==> src/rtl/pink_noise_burst_shaper_defines.svh <==
// Assertion macros for the pink noise burst shaper.
// Included by the RTL files that carry concurrent assertions; relies on clk and rst in scope.
`ifndef PINK_NOISE_BURST_SHAPER_DEFINES_SVH
`define PINK_NOISE_BURST_SHAPER_DEFINES_SVH
`ifndef NO_ASSERTIONS
// Same-cycle implication, sampled on the rising edge and masked during reset.
`define PNBS_ASSERT_IMP(label, ante, cons) \
  label: assert property (@(posedge clk) disable iff (rst) (ante) |-> (cons)) \
    else $error("pnbs: assertion failed");
// Next-cycle implication, sampled on the rising edge and masked during reset.
`define PNBS_ASSERT_NXT(label, ante, cons) \
  label: assert property (@(posedge clk) disable iff (rst) (ante) |=> (cons)) \
    else $error("pnbs: assertion failed");
`else
`define PNBS_ASSERT_IMP(label, ante, cons)
`define PNBS_ASSERT_NXT(label, ante, cons)
`endif
`endif

==> src/rtl/pnbs_pkg.sv <==
// Shared types, constants and coefficient functions for the pink noise burst shaper.
// No dependencies; used by every module of the block.
package pnbs_pkg;

  localparam int FRAC_BITS_DEF   = 17;
  localparam int INDEX_WIDTH_DEF = 20;
  localparam int CFG_W           = 20;
  localparam int SAMPLE_W        = 16;

  localparam logic [CFG_W-1:0] BURST_LENGTH_RST = 20'd141120;

  // Decimal mantissas of the fixed coefficients, scaled by ten million.
  localparam longint unsigned M_DIRECT = 64'd5362000;
  localparam longint unsigned M_DELAY  = 64'd1159260;
  localparam longint unsigned M_SCALE  = 64'd1600000;

  typedef enum logic [3:0] {
    ST_IDLE,
    ST_POLE,
    ST_GAIN,
    ST_SUM,
    ST_D1,
    ST_D2,
    ST_D3,
    ST_SCALE,
    ST_EMUL,
    ST_EDIV,
    ST_EWAIT,
    ST_SAT,
    ST_FIN
  } state_t;

  typedef enum logic [2:0] {
    MOP_POLE,
    MOP_GAIN,
    MOP_DIRECT,
    MOP_DELAY,
    MOP_SCALE,
    MOP_ENV,
    MOP_OUT
  } mop_t;

  typedef struct packed {
    logic busy;
    logic done;
  } div_stat_t;

  // Rounds a mantissa (scaled by ten million) to nearest at the given fraction width.
  function automatic longint qc(input longint unsigned m, input int frac);
    longint unsigned r;
    r = ((m << frac) + 64'd5000000) / 64'd10000000;
    return longint'(r);
  endfunction

  function automatic longint pole_coef(input logic [2:0] k, input int frac);
    longint c;
    unique case (k)
      3'd0:    c = qc(64'd9988600, frac);
      3'd1:    c = qc(64'd9933200, frac);
      3'd2:    c = qc(64'd9690000, frac);
      3'd3:    c = qc(64'd8665000, frac);
      3'd4:    c = qc(64'd5500000, frac);
      3'd5:    c = -qc(64'd7616000, frac);
      default: c = 0;
    endcase
    return c;
  endfunction

  function automatic longint gain_coef(input logic [2:0] k, input int frac);
    longint c;
    unique case (k)
      3'd0:    c = qc(64'd555179, frac);
      3'd1:    c = qc(64'd750759, frac);
      3'd2:    c = qc(64'd1538520, frac);
      3'd3:    c = qc(64'd3104856, frac);
      3'd4:    c = qc(64'd5329522, frac);
      3'd5:    c = -qc(64'd168980, frac);
      default: c = 0;
    endcase
    return c;
  endfunction

endpackage

==> src/rtl/pnbs_mul.sv <==
// Shared signed multiplier with a registered product.
// Depends on pnbs_pkg for its default operand widths.
module pnbs_mul #(
  parameter int A_W = pnbs_pkg::INDEX_WIDTH_DEF + 6,
  parameter int B_W = pnbs_pkg::FRAC_BITS_DEF + 13
) (
  input  logic                     clk,
  input  logic                     en,
  input  logic signed [A_W-1:0]    a,
  input  logic signed [B_W-1:0]    b,
  output logic signed [A_W+B_W-1:0] prod
);

  // The product holds while the unit is not issued, so a result can wait for its consumer.
  always_ff @(posedge clk) begin
    if (en) begin
      prod <= a * b;
    end
  end

endmodule

==> src/rtl/pnbs_div.sv <==
// Restoring divider, one quotient bit per cycle, for the burst envelope.
// Depends on pnbs_pkg for the status struct and default widths.
`include "pink_noise_burst_shaper_defines.svh"
module pnbs_div #(
  parameter int Q_W = pnbs_pkg::FRAC_BITS_DEF + 12,
  parameter int D_W = pnbs_pkg::INDEX_WIDTH_DEF
) (
  input  logic                  clk,
  input  logic                  rst,
  input  logic                  start,
  input  logic [D_W-1:0]        rem_init,
  input  logic [Q_W-1:0]        dvd_init,
  input  logic [D_W-1:0]        den,
  output pnbs_pkg::div_stat_t   stat,
  output logic [Q_W-1:0]        quo
);

  localparam int CNT_W = $clog2(Q_W + 1);

  logic [D_W-1:0]   rem;
  logic [D_W-1:0]   rem_next;
  logic [Q_W-1:0]   dvd;
  logic [CNT_W-1:0] cnt;
  logic             busy;
  logic             done;
  logic [D_W:0]     trial;
  logic             ge;

  // The caller guarantees rem_init < den, so the quotient fits in Q_W bits.
  always_comb begin
    trial    = {rem, dvd[Q_W-1]};
    ge       = trial >= {1'b0, den};
    rem_next = ge ? D_W'(trial - {1'b0, den}) : D_W'(trial);
  end

  always_ff @(posedge clk) begin
    if (rst) begin
      busy <= 1'b0;
      done <= 1'b0;
      cnt  <= '0;
    end else begin
      done <= 1'b0;
      if (start) begin
        busy <= 1'b1;
        cnt  <= CNT_W'(Q_W);
      end else if (busy) begin
        cnt <= cnt - CNT_W'(1);
        if (cnt == CNT_W'(1)) begin
          busy <= 1'b0;
          done <= 1'b1;
        end
      end
    end
  end

  // Quotient bits shift in at the bottom as the dividend bits leave at the top.
  always_ff @(posedge clk) begin
    if (start) begin
      rem <= rem_init;
      dvd <= dvd_init;
    end else if (busy) begin
      rem <= rem_next;
      dvd <= {dvd[Q_W-2:0], ge};
    end
  end

  assign stat.busy = busy;
  assign stat.done = done;
  assign quo       = dvd;

  `PNBS_ASSERT_NXT(a_div_start_busy, start, busy)
  `PNBS_ASSERT_IMP(a_div_done_idle, done, !busy)

endmodule

==> src/rtl/pink_noise_burst_shaper.sv <==
// Pink noise burst shaper: one white noise word in, one shaped pink noise word out.
// Each word runs through the six filter sections and the direct, delayed and scale terms,
// and in the fade-in and fade-out regions also the envelope division, which runs one
// quotient bit per cycle. The single shared multiplier is issued twice per filter section
// and four times more per word (five in the fades). A new word is accepted while the
// previous result still waits at the output. The user must write burst_length only while
// the block is idle; the block itself does not enforce it.
// Depends on pnbs_pkg, pnbs_mul, pnbs_div and the assertion macro header.
`include "pink_noise_burst_shaper_defines.svh"
module pink_noise_burst_shaper #(
  parameter int FRAC_BITS   = pnbs_pkg::FRAC_BITS_DEF,
  parameter int INDEX_WIDTH = pnbs_pkg::INDEX_WIDTH_DEF
) (
  input  logic                                clk,
  input  logic                                rst,
  input  logic                                cfg_we,
  input  logic [pnbs_pkg::CFG_W-1:0]          cfg_data,
  input  logic                                in_valid,
  output logic                                in_ready,
  input  logic signed [pnbs_pkg::SAMPLE_W-1:0] white_sample,
  output logic                                out_valid,
  input  logic                                out_ready,
  output logic signed [pnbs_pkg::SAMPLE_W-1:0] pink_sample,
  output logic                                burst_last
);

  localparam int SW     = pnbs_pkg::SAMPLE_W;
  localparam int ACC_W  = FRAC_BITS + 10;
  localparam int PINK_W = FRAC_BITS + 13;
  localparam int MAG_W  = PINK_W - 1;
  localparam int COEF_W = FRAC_BITS + 2;
  localparam int FAC_W  = INDEX_WIDTH + 5;
  localparam int MA_T   = (COEF_W > FAC_W + 1) ? COEF_W : FAC_W + 1;
  localparam int MA_W   = (MA_T > SW) ? MA_T : SW;
  localparam int MB_W   = PINK_W;
  localparam int P_W    = MA_W + MB_W;

  localparam logic [INDEX_WIDTH-1:0] LEN_MAX = '1;
  localparam logic signed [ACC_W-1:0] ACC_MAX = {1'b0, {(ACC_W-1){1'b1}}};
  localparam logic signed [ACC_W-1:0] ACC_MIN = {1'b1, {(ACC_W-1){1'b0}}};
  localparam logic signed [ACC_W+1:0] ACC_MAX_X = (ACC_W+2)'(ACC_MAX);
  localparam logic signed [ACC_W+1:0] ACC_MIN_X = (ACC_W+2)'(ACC_MIN);
  localparam logic signed [COEF_W-1:0] ONE_Q = {2'b01, {FRAC_BITS{1'b0}}};
  localparam logic signed [COEF_W-1:0] NEG_ONE_Q = {2'b11, {FRAC_BITS{1'b0}}};
  localparam logic signed [PINK_W-1:0] ONE_X = PINK_W'(ONE_Q);
  localparam logic signed [PINK_W-1:0] NEG_ONE_X = PINK_W'(NEG_ONE_Q);
  localparam logic signed [P_W-1:0] HALF_F = {{(P_W-FRAC_BITS){1'b0}}, 1'b1,
                                              {(FRAC_BITS-1){1'b0}}};
  localparam logic signed [P_W-1:0] HALF_15 = {{(P_W-15){1'b0}}, 1'b1, {14{1'b0}}};
  localparam logic signed [P_W-1:0] TRUNC_F = {{(P_W-FRAC_BITS){1'b0}}, {FRAC_BITS{1'b1}}};
  localparam logic signed [P_W-1:0] ZERO_P = '0;
  localparam logic signed [SW-1:0] C_OUT = 16'sd32767;
  localparam logic signed [SW-1:0] MIN_SAMPLE = 16'sh8000;
  localparam logic signed [COEF_W-1:0] C_DIRECT =
    COEF_W'(pnbs_pkg::qc(pnbs_pkg::M_DIRECT, FRAC_BITS));
  localparam logic signed [COEF_W-1:0] C_DELAY =
    COEF_W'(pnbs_pkg::qc(pnbs_pkg::M_DELAY, FRAC_BITS));
  localparam logic signed [COEF_W-1:0] C_SCALE =
    COEF_W'(pnbs_pkg::qc(pnbs_pkg::M_SCALE, FRAC_BITS));

  pnbs_pkg::state_t state;
  pnbs_pkg::state_t state_next;
  pnbs_pkg::mop_t   mop;
  pnbs_pkg::div_stat_t div_stat;

  logic [pnbs_pkg::CFG_W-1:0] burst_length;
  logic [INDEX_WIDTH-1:0]     sample_index;
  logic [INDEX_WIDTH-1:0]     len_r;
  logic [INDEX_WIDTH-1:0]     idx_r;
  logic                       last_r;
  logic                       rise_r;
  logic                       fall_r;
  logic [FAC_W-1:0]           factor_r;
  logic signed [SW-1:0]       w_r;
  logic signed [ACC_W-1:0]    acc [7];
  logic [2:0]                 k;
  logic signed [ACC_W:0]      t1;
  logic signed [PINK_W-1:0]   pink;
  logic signed [PINK_W-1:0]   s_r;

  logic                       in_fire;
  logic                       fin_fire;
  logic                       mul_en;
  logic                       div_start;
  logic signed [MA_W-1:0]     mul_a;
  logic signed [MB_W-1:0]     mul_b;
  logic signed [P_W-1:0]      prod;
  logic [MAG_W-1:0]           div_q;

  logic                       cfg_big;
  logic [INDEX_WIDTH-1:0]     len_cl;
  logic [INDEX_WIDTH-1:0]     len_eff;
  logic [INDEX_WIDTH-1:0]     len_m1;
  logic                       last_now;
  logic [INDEX_WIDTH-1:0]     idx_eff;
  logic [FAC_W-1:0]           idx20;
  logic [FAC_W-1:0]           len19;
  logic [FAC_W-1:0]           tail;
  logic [FAC_W-1:0]           tail20;
  logic                       rise_c;
  logic                       fall_c;
  logic signed [COEF_W-1:0]   pole_k;
  logic signed [COEF_W-1:0]   gain_k;
  logic signed [P_W-1:0]      prod_rf;
  logic signed [P_W-1:0]      prod_r15;
  logic signed [P_W-1:0]      prod_tz;
  logic signed [ACC_W+1:0]    sec_sum;
  logic signed [ACC_W-1:0]    sec_sat;
  logic                       s_neg;
  logic signed [PINK_W-1:0]   s_abs;
  logic [MAG_W-1:0]           s_mag;
  logic signed [PINK_W-1:0]   q_ext;
  logic signed [COEF_W-1:0]   s_sat;

  // Effective length and index for the word about to be accepted.
  always_comb begin
    cfg_big  = |(burst_length >> INDEX_WIDTH);
    len_cl   = cfg_big ? LEN_MAX : INDEX_WIDTH'(burst_length);
    len_eff  = (len_cl == '0) ? INDEX_WIDTH'(1) : len_cl;
    len_m1   = len_eff - INDEX_WIDTH'(1);
    last_now = sample_index >= len_m1;
    idx_eff  = last_now ? len_m1 : sample_index;
  end

  // Envelope region and ramp factor, multiplications by 20 and 19 done as shifts and adds.
  always_comb begin
    idx20  = (FAC_W'(idx_r) << 4) + (FAC_W'(idx_r) << 2);
    len19  = (FAC_W'(len_r) << 4) + (FAC_W'(len_r) << 1) + FAC_W'(len_r);
    tail   = FAC_W'(len_r - idx_r);
    tail20 = (tail << 4) + (tail << 2);
    rise_c = idx20 < FAC_W'(len_r);
    fall_c = idx20 > len19;
  end

  always_comb begin
    pole_k = COEF_W'(pnbs_pkg::pole_coef(k, FRAC_BITS));
    gain_k = COEF_W'(pnbs_pkg::gain_coef(k, FRAC_BITS));
  end

  // Rounding half up is an add before the arithmetic shift; truncation toward zero
  // biases negative products by one less than the divisor.
  always_comb begin
    prod_rf  = (prod + HALF_F) >>> FRAC_BITS;
    prod_r15 = (prod + HALF_15) >>> 15;
    prod_tz  = (prod + (prod[P_W-1] ? TRUNC_F : ZERO_P)) >>> FRAC_BITS;
  end

  always_comb begin
    sec_sum = (ACC_W+2)'(t1) + (ACC_W+2)'(prod_r15);
    if (sec_sum > ACC_MAX_X) begin
      sec_sat = ACC_MAX;
    end else if (sec_sum < ACC_MIN_X) begin
      sec_sat = ACC_MIN;
    end else begin
      sec_sat = ACC_W'(sec_sum);
    end
  end

  always_comb begin
    s_neg = s_r[PINK_W-1];
    s_abs = s_neg ? -s_r : s_r;
    s_mag = s_abs[MAG_W-1:0];
    q_ext = {1'b0, div_q};
    if (s_r > ONE_X) begin
      s_sat = ONE_Q;
    end else if (s_r < NEG_ONE_X) begin
      s_sat = NEG_ONE_Q;
    end else begin
      s_sat = COEF_W'(s_r);
    end
  end

  always_comb begin
    unique case (mop)
      pnbs_pkg::MOP_POLE: begin
        mul_a = MA_W'(pole_k);
        mul_b = MB_W'(acc[k]);
      end
      pnbs_pkg::MOP_GAIN: begin
        mul_a = MA_W'(gain_k);
        mul_b = MB_W'(w_r);
      end
      pnbs_pkg::MOP_DIRECT: begin
        mul_a = MA_W'(C_DIRECT);
        mul_b = MB_W'(w_r);
      end
      pnbs_pkg::MOP_DELAY: begin
        mul_a = MA_W'(C_DELAY);
        mul_b = MB_W'(w_r);
      end
      pnbs_pkg::MOP_SCALE: begin
        mul_a = MA_W'(C_SCALE);
        mul_b = MB_W'(pink);
      end
      pnbs_pkg::MOP_ENV: begin
        mul_a = MA_W'({1'b0, factor_r});
        mul_b = MB_W'({1'b0, s_mag});
      end
      pnbs_pkg::MOP_OUT: begin
        mul_a = MA_W'(C_OUT);
        mul_b = MB_W'(s_sat);
      end
      default: begin
        mul_a = '0;
        mul_b = '0;
      end
    endcase
  end

  pnbs_mul #(
    .A_W (MA_W),
    .B_W (MB_W)
  ) u_mul (
    .clk  (clk),
    .en   (mul_en),
    .a    (mul_a),
    .b    (mul_b),
    .prod (prod)
  );

  // The envelope product is below len * 2^MAG_W, so its upper bits start the remainder.
  pnbs_div #(
    .Q_W (MAG_W),
    .D_W (INDEX_WIDTH)
  ) u_div (
    .clk      (clk),
    .rst      (rst),
    .start    (div_start),
    .rem_init (prod[MAG_W +: INDEX_WIDTH]),
    .dvd_init (prod[MAG_W-1:0]),
    .den      (len_r),
    .stat     (div_stat),
    .quo      (div_q)
  );

  always_comb begin
    state_next = state;
    unique case (state)
      pnbs_pkg::ST_IDLE: begin
        if (in_valid) begin
          state_next = pnbs_pkg::ST_POLE;
        end
      end
      pnbs_pkg::ST_POLE:  state_next = pnbs_pkg::ST_GAIN;
      pnbs_pkg::ST_GAIN:  state_next = pnbs_pkg::ST_SUM;
      pnbs_pkg::ST_SUM: begin
        state_next = (k == 3'd5) ? pnbs_pkg::ST_D1 : pnbs_pkg::ST_POLE;
      end
      pnbs_pkg::ST_D1:    state_next = pnbs_pkg::ST_D2;
      pnbs_pkg::ST_D2:    state_next = pnbs_pkg::ST_D3;
      pnbs_pkg::ST_D3:    state_next = pnbs_pkg::ST_SCALE;
      pnbs_pkg::ST_SCALE: begin
        state_next = (rise_r || fall_r) ? pnbs_pkg::ST_EMUL : pnbs_pkg::ST_SAT;
      end
      pnbs_pkg::ST_EMUL:  state_next = pnbs_pkg::ST_EDIV;
      pnbs_pkg::ST_EDIV:  state_next = pnbs_pkg::ST_EWAIT;
      pnbs_pkg::ST_EWAIT: begin
        if (div_stat.done) begin
          state_next = pnbs_pkg::ST_SAT;
        end
      end
      pnbs_pkg::ST_SAT:   state_next = pnbs_pkg::ST_FIN;
      pnbs_pkg::ST_FIN: begin
        if (!out_valid || out_ready) begin
          state_next = pnbs_pkg::ST_IDLE;
        end
      end
      default:            state_next = pnbs_pkg::ST_IDLE;
    endcase
  end

  always_comb begin
    in_ready  = 1'b0;
    mul_en    = 1'b0;
    mop       = pnbs_pkg::MOP_POLE;
    div_start = 1'b0;
    unique case (state)
      pnbs_pkg::ST_IDLE:  in_ready = 1'b1;
      pnbs_pkg::ST_POLE: begin
        mul_en = 1'b1;
        mop    = pnbs_pkg::MOP_POLE;
      end
      pnbs_pkg::ST_GAIN: begin
        mul_en = 1'b1;
        mop    = pnbs_pkg::MOP_GAIN;
      end
      pnbs_pkg::ST_D1: begin
        mul_en = 1'b1;
        mop    = pnbs_pkg::MOP_DIRECT;
      end
      pnbs_pkg::ST_D2: begin
        mul_en = 1'b1;
        mop    = pnbs_pkg::MOP_DELAY;
      end
      pnbs_pkg::ST_D3: begin
        mul_en = 1'b1;
        mop    = pnbs_pkg::MOP_SCALE;
      end
      pnbs_pkg::ST_EMUL: begin
        mul_en = 1'b1;
        mop    = pnbs_pkg::MOP_ENV;
      end
      pnbs_pkg::ST_EDIV:  div_start = 1'b1;
      pnbs_pkg::ST_SAT: begin
        mul_en = 1'b1;
        mop    = pnbs_pkg::MOP_OUT;
      end
      default: begin
        in_ready = 1'b0;
      end
    endcase
  end

  assign in_fire  = in_valid && in_ready;
  assign fin_fire = (state == pnbs_pkg::ST_FIN) && (!out_valid || out_ready);

  always_ff @(posedge clk) begin
    if (rst) begin
      state        <= pnbs_pkg::ST_IDLE;
      burst_length <= pnbs_pkg::BURST_LENGTH_RST;
      sample_index <= '0;
      out_valid    <= 1'b0;
      k            <= '0;
    end else begin
      state <= state_next;
      if (cfg_we) begin
        burst_length <= cfg_data;
      end
      if (in_fire) begin
        k <= '0;
      end else if (state == pnbs_pkg::ST_SUM) begin
        k <= k + 3'd1;
      end
      if (fin_fire) begin
        out_valid    <= 1'b1;
        sample_index <= last_r ? '0 : sample_index + INDEX_WIDTH'(1);
      end else if (out_ready) begin
        out_valid <= 1'b0;
      end
    end
  end

  // Filter state: the six sections and the one-word delayed term, cleared at a burst end.
  always_ff @(posedge clk) begin
    if (rst || (fin_fire && last_r)) begin
      for (int i = 0; i < 7; i++) begin
        acc[i] <= '0;
      end
    end else if (state == pnbs_pkg::ST_SUM) begin
      acc[k] <= sec_sat;
    end else if (state == pnbs_pkg::ST_D3) begin
      // The delayed term is well below full scale, so it never saturates.
      acc[6] <= ACC_W'(prod_r15);
    end
  end

  always_ff @(posedge clk) begin
    if (in_fire) begin
      w_r    <= white_sample;
      pink   <= '0;
      len_r  <= len_eff;
      idx_r  <= idx_eff;
      last_r <= last_now;
    end
    if (state == pnbs_pkg::ST_GAIN) begin
      t1 <= (ACC_W+1)'(prod_rf);
    end
    if (state == pnbs_pkg::ST_SUM) begin
      pink <= pink + PINK_W'(sec_sat);
    end
    if (state == pnbs_pkg::ST_D1) begin
      rise_r   <= rise_c;
      fall_r   <= fall_c;
      factor_r <= rise_c ? idx20 : tail20;
    end
    if (state == pnbs_pkg::ST_D2) begin
      pink <= pink + PINK_W'(acc[6]) + PINK_W'(prod_r15);
    end
    if (state == pnbs_pkg::ST_SCALE) begin
      s_r <= PINK_W'(prod_rf);
    end
    if ((state == pnbs_pkg::ST_EWAIT) && div_stat.done) begin
      s_r <= s_neg ? -q_ext : q_ext;
    end
    if (fin_fire) begin
      pink_sample <= SW'(prod_tz);
      burst_last  <= last_r;
    end
  end

  `PNBS_ASSERT_NXT(a_last_restarts, fin_fire, burst_last == (sample_index == '0))
  `PNBS_ASSERT_NXT(a_sample_range, fin_fire, pink_sample != MIN_SAMPLE)
  `PNBS_ASSERT_IMP(a_idle_div_quiet, in_ready, !div_stat.busy)
  `PNBS_ASSERT_NXT(a_last_clears, fin_fire && last_r, acc[0] == '0 && acc[6] == '0)

endmodule

==> config.mk <==
export PLATFORM = sky130hd
export DESIGN_NAME = pink_noise_burst_shaper
export DESIGN_NICKNAME = d
export VERILOG_FILES = /design/src/rtl/pnbs_pkg.sv /design/src/rtl/pnbs_mul.sv /design/src/rtl/pnbs_div.sv /design/src/rtl/pink_noise_burst_shaper.sv
export VERILOG_INCLUDE_DIRS = /design/src /design/src/rtl
export SDC_FILE = /design/constraint.sdc
export NUM_CORES = 2
export LEC_CHECK = 0
export BUFFER_PORTS_ARGS = -buffer_cell sky130_fd_sc_hd__buf_2
export CAP_MARGIN = 10
export CORE_ASPECT_RATIO = 0.6
export CORE_MARGIN = 2
export CORE_UTILIZATION = 45
export CTS_CLUSTER_DIAMETER = 150
export DETAILED_ROUTE_END_ITERATION = 6
export GPL_ROUTABILITY_DRIVEN = 0
export PLACE_DENSITY = 0.67
export RECOVER_POWER = 25
export SLEW_MARGIN = 20
export SYNTH_ARGS = -nofsm -noshare
export SYNTH_HDL_FRONTEND = slang
export SYNTH_SLANG_ARGS = --single-unit
==> constraint.sdc <==
create_clock -name clk -period 11.5 [get_ports clk]
set_input_delay 0.575 -clock clk [delete_from_list [all_inputs] [get_ports clk]]
set_output_delay 0.575 -clock clk [all_outputs]
set_load 0.005 [all_outputs]
======== Yosys cells after proc, flatten, opt, wreduce, memory -nomap -nowiden ========
Memory sizes are Yosys's and may differ from the RTL's. A register that Yosys moved wholly into a read port is not among the register bits.
Cells that the tools add are included.
storage, ports and cells
  bits in registers ....................... 349
  memory bits (writable) .................. 189
  input port bits ......................... 41
  output and inout bits ................... 19
  word-level logic and storage cells ...... 163
  memories kept ........................... 1
cells by class
  add/subtract/negate cells ............... 19
  multipliers ............................. 1
  $lt $le $gt $ge ......................... 8
  equality and inequality tests ........... 27
  multiplexer cells ....................... 58
  bitwise operators ....................... 2
  reductions and logical operators ........ 23
memory list
  memory  words  width  rd ports  clocked after Yosys merged registers in  write ports  line                           RTL
  acc     7      27     2         1                                        7            pink_noise_burst_shaper.sv:75  logic signed [ACC_W-1:0] acc [7];
operator list
  cell                      count
  $pmux W19 S6              2
  $pmux W26 S7              1
  $mux W30                  6
  $pmux W30 S5              1
  $mux W20                  6
  $mux W27                  4
  $mux W29                  3
  $add A30 B27 Y30          2
  $mul A26 B30 Y56          1
  $pmux W4 S13              1
  $add A47 B18 Y47 const B  1
  $add A45 B16 Y45 const B  1
  $mux W19                  2
  $add A33 B18 Y33          1
  $add A30 B30 Y30          1
  $gt A30 B19 Y1 const B    1
  $lt A30 B18 Y1 const B    1
  $neg A29 Y30              1
  $add A28 B29 Y29          1
  $gt A29 B27 Y1 const B    1
  $lt A29 B27 Y1 const B    1
  $neg A29 Y29              1
  $reduce_or A27 Y1         1
  $add A24 B21 Y25          1
  45 further kinds          96

======== Logic depth before layout (Yosys ltp) ========
  depth after elaboration ................. 9
  depth in mapped cells ................... 39
  mapped depth without buffers ............ 36

======== By module ========
From an unflattened synthesis, not the netlist that was laid out.
second synthesis, totals
  cell total of the unflattened synthesis .. 6,768
  area total of the unflattened synthesis .. 66,145.9 µm²
by module, submodules not included
  module                   instances  cells an instance  area each (µm²)  seq. area each (µm²)
  pink_noise_burst_shaper  1          3,362              33,349.5         13,122.6
  pnbs_mul                 1          3,041              29,061.6         1,681.6
  pnbs_div                 1          365                3,734.8          1,611.5

======== Worst setup path before layout ========
OpenSTA, ideal clock, no wires.
  kind .................................... reg2reg
  start ................................... reg state[1]
  end ..................................... reg u_mul.prod[47], data pin
  setup time .............................. 271 ps
  arrival ................................. 8,991 ps
  required time ........................... 11,229 ps
  slack ................................... 2,238 ps
  stages on the path, launching flop included .. 35
  path buffers ............................ 4
  period minus slack after synthesis ...... 9,262 ps
  cell sequence ........................... dfxtp_1 -> clkbuf_1 -> or2_2 -> clkbuf_1 -> nor2_1 -> a21oi_1 -> nand3_1 -> clkbuf_1 -> clkbuf_1 -> nand2_1 -> fa_1 -> inv_1 -> fa_1 -> inv_1 -> fa_1 -> inv_1 -> fa_1 -> inv_1 -> fa_1 -> inv_1 -> fa_1 -> inv_1 -> fa_1 -> inv_1 -> ha_1 -> and4_1 -> nor2b_1 -> o31a_1 -> o311ai_0 -> o2111ai_1 -> o21ai_0 -> a31oi_1 -> o21ai_0 -> a221oi_1 -> xor2_1
on the way
  word-level cells in the longest chain between the ends .. 6
  elaborated cells on any way between the ends .. 18
  those cells by class .................... 1 x mul; 12 x eq/ne; 3 x mux; 2 x reduce/logical
RTL lines
  what                                                 line                            RTL
  start, declared                                      pink_noise_burst_shaper.sv:61   pnbs_pkg::state_t state;
  start signal, assigned                               pink_noise_burst_shaper.sv:319  state <= pnbs_pkg::ST_IDLE;
  start signal, assigned                               pink_noise_burst_shaper.sv:325  state <= state_next;
  $eq A4 B4 Y1 (tied with other cells)                 pink_noise_burst_shaper.sv:277  unique case (state)
  $pmux W3 S6 (*)                                      pink_noise_burst_shaper.sv:277
  $eq A3 B2 Y1 / $eq A3 B1 Y1 (equally long branches)  pink_noise_burst_shaper.sv:174  unique case (mop)
  $reduce_or A3 Y1 (no source line)                    n/a
  $pmux W30 S5                                         pink_noise_burst_shaper.sv:174
  $mul A26 B30 Y56 (*)                                 pnbs_mul.sv:17                  prod <= a * b;
  end signal, assigned                                 pnbs_mul.sv:17
  end, declared                                        pnbs_mul.sv:11                  output logic signed [A_W+B_W-1:0] prod
Every way passes the cells marked *; elsewhere a longest branch is shown, timed or not.
A chain may end at the register's enable or synchronous reset.

======== Final worst setup path ========
  start ................................... reg state[1]
  end ..................................... reg u_mul.prod[37], data pin
Same word-level chain as after synthesis.

==> qor.yml <==
setup_path:
  crit_path_start: "state[1]"
  crit_top_cell: "fa_1"
  reg2reg_depth: 30
  ff2ff_setup_slack_ns: 0.43
  worstPathArrival_ns: 11.40
  cp.required_ns: 11.83
  slowest_delay_ns: 0.90
  critPathMaxFanout: 20
  rr_startpoint: "state[1]"
  crit_type: "reg2reg"
  worst-path-stages: 30
  end_kind: "flop"
  crit_buf_inv: 5
  rr_endpoint: "u_mul.prod[37]"
  endpoint: "u_mul.prod[37]"
  crit_family: "adder cells"
  cpMaxStageDelayCell: "a222oi_1"
  startpoint_type: "flop"
placed_design:
  placed_area_um2: 69100
  dp_hpwl_mm: 178
  numPortBuffers: 59
die:
  dieArea_um2: 151000
  placementRows: 109
  die_h_um: 301
  initial_core_util_pct: 45.2
  die_w_um: 500
  core_area_um2: 147000
  ios: 60
global_routing:
  grt_pass1_vias: 51900
  track_usage_pct: 29.7
  grt_overflow: 0
  antenna_found_initial: 10
  grt_pass1_wl_mm: 335
  grt_max_degree: 82
sta:
  hold_ws_ns: 0.125
  finClkSkew_ns: 0.0389
  min_period_ns: 11.07
  hold_violations: 0
  fin_tns_setup_ns: 0
  max_slew_margin_pct: -99.4
  fmax_ghz: 0.0903
  worstMarginPinSlew_ns: 2.99
  slew_viol_final: 244
  fin_crit_sh_pct: 96.3
  setup_violations: 0
  grt_setup_unrepaired: "no"
final_layout:
  nets: 8158
  drive_gt1_share_pct: 6.62
  fillCellCount: 13400
  final_cell_mix: "1167 x inv_1, 859 x fa_1, 790 x nand2_1"
  final_util_pct: 48.4
  final_common_cell: "inv_1"
  fin_area_um2: 71100
  regArea_um2: 16200
  area_growth_pct: 7.17
  multiInputGateArea_um2: 44600
synthesis:
  async_reset_ff_share_pct: 0
  ys_types: 94
  synth_edf_count: 502
  yosysSeqAreaShare_pct: 24.5
  synth_flop_cell: "edfxtp_1"
  yosysWarnings: 0
  synth_fp_nets: 8222
  ys_ff_latch: 560
  syn_area_um2: 66300
  avgSynthCellArea_um2: 9.62
  synthCells: 6890
clocking:
  clk_latency_ns: 0.69
  clk_pin_slew_worst_paths_ns: 0.07
  cts_resized: 0
  post_cts_buffers: 0
  cts_buffer_depth: 3
  cts_tree: "built"
  cts-root-buf: "clkbuf_16"
  cts_sinks: 560
  htree_num_levels: 2
  cts_hold_buf: 0
  cts_inserted_buffers: 58
status:
  run_status: "complete, but fails checks"
  violations: "design-rule violations, max-capacitance violations, max-slew violations"
job:
  maxCapViolations: 7
drt:
  vias: 53100
  ant_nets: 0
  wl_per_cell_um: 25.3
  routed_wl_mm: 223
  route.detailed.drc: 49
  first_pass_iters: 7
  drt_iter0_markers: 7427
  viasPerCell: 6.01
min_path:
  hp-class: "in2reg"
  hp-start: "cfg_data[9]"
[metrics by stage]
step	setup slack, ns	cells
after floorplan	2.24	6890
after global placement	0.725	8707
after detailed placement	0.781	8707
after CTS	0.747	8816
after global routing	0.124	8817
final	0.428	8824
[routing by layer]
layer	global-route usage (%)	vias to the layer above	routed length, um
met3	15.6	442	42200
met4	7.17	8	6600
met1	43.7	26200	92900
li1	-	22700	-
met2	37.5	3714	81600
met5	0	-	110
[registers in the layout, summed over array words and instances, names as in the netlist, 3 cells and up, named ones only]
name,count
burst_length,20
u_div.rem,20
k,3
u_div.quo,29
sample_index,20
pink_sample,16
len_r,20
s_r,30
u_div.cnt,5
u_mul.prod,50
idx_r,20
t1,28
factor_r,23
acc,216
pink,30
w_r,16
state,4
[cells in the mapped netlist, drive strengths merged (58+ instances only)]
cell type  count  area (um2)
a21o         124         931
nor3          78         390
o31ai        164        1250
mux2i         67         671
and2         141         882
xor2         146        1280
nor2         428        1610
clkbuf       269        1010
nand3         87         440
dfxtp         58        1160
fa           859       17200
buf           68         393
a21oi        296        1490
edfxtp       502       15100
nor2b         58         363
inv         1168        4380
xnor2        213        1870
o21ai        194         975
nand2        798        3010
ha           432        5410
[final cells by class]
class | count | area share (%)
diodes | 7 | 0.0246
repair buffers | 213 | 1.99
flip-flops and latches | 560 | 22.9
clock buffers | 85 | 2.39
inverters | 1169 | 6.17
well taps | 1942 | 3.42
multi-input cells | 4824 | 62.7
clock inverters | 24 | 0.412
[how the worst min path moves through the flow]
stage,end,slack (ns),depth (start not counted)
floorplan,burst_last,0.45,0
global placement,sample_index[7],0.49,2
detailed placement,sample_index[9],0.50,2
CTS,burst_length[8],0.10,2
global route,burst_length[6],0.12,2
finish,burst_length[9],0.13,2
[cells by family after synthesis]
logic type | after synthesis | synth area share [%]
flip-flops | 560 | 24.5
AND/OR/NAND/NOR | 1860 | 12.8
AO/OA/AOI/OAI | 1159 | 11.7
XOR/XNOR | 360 | 4.79
buffers and inverters | 1506 | 8.73
multiplexers | 154 | 3.41
adder cells (fa/ha/maj) | 1291 | 34.1
Power is left out: the tool's default activity adds up to more than one toggle a clock period on the data nets, which glitch-free logic cannot reach.
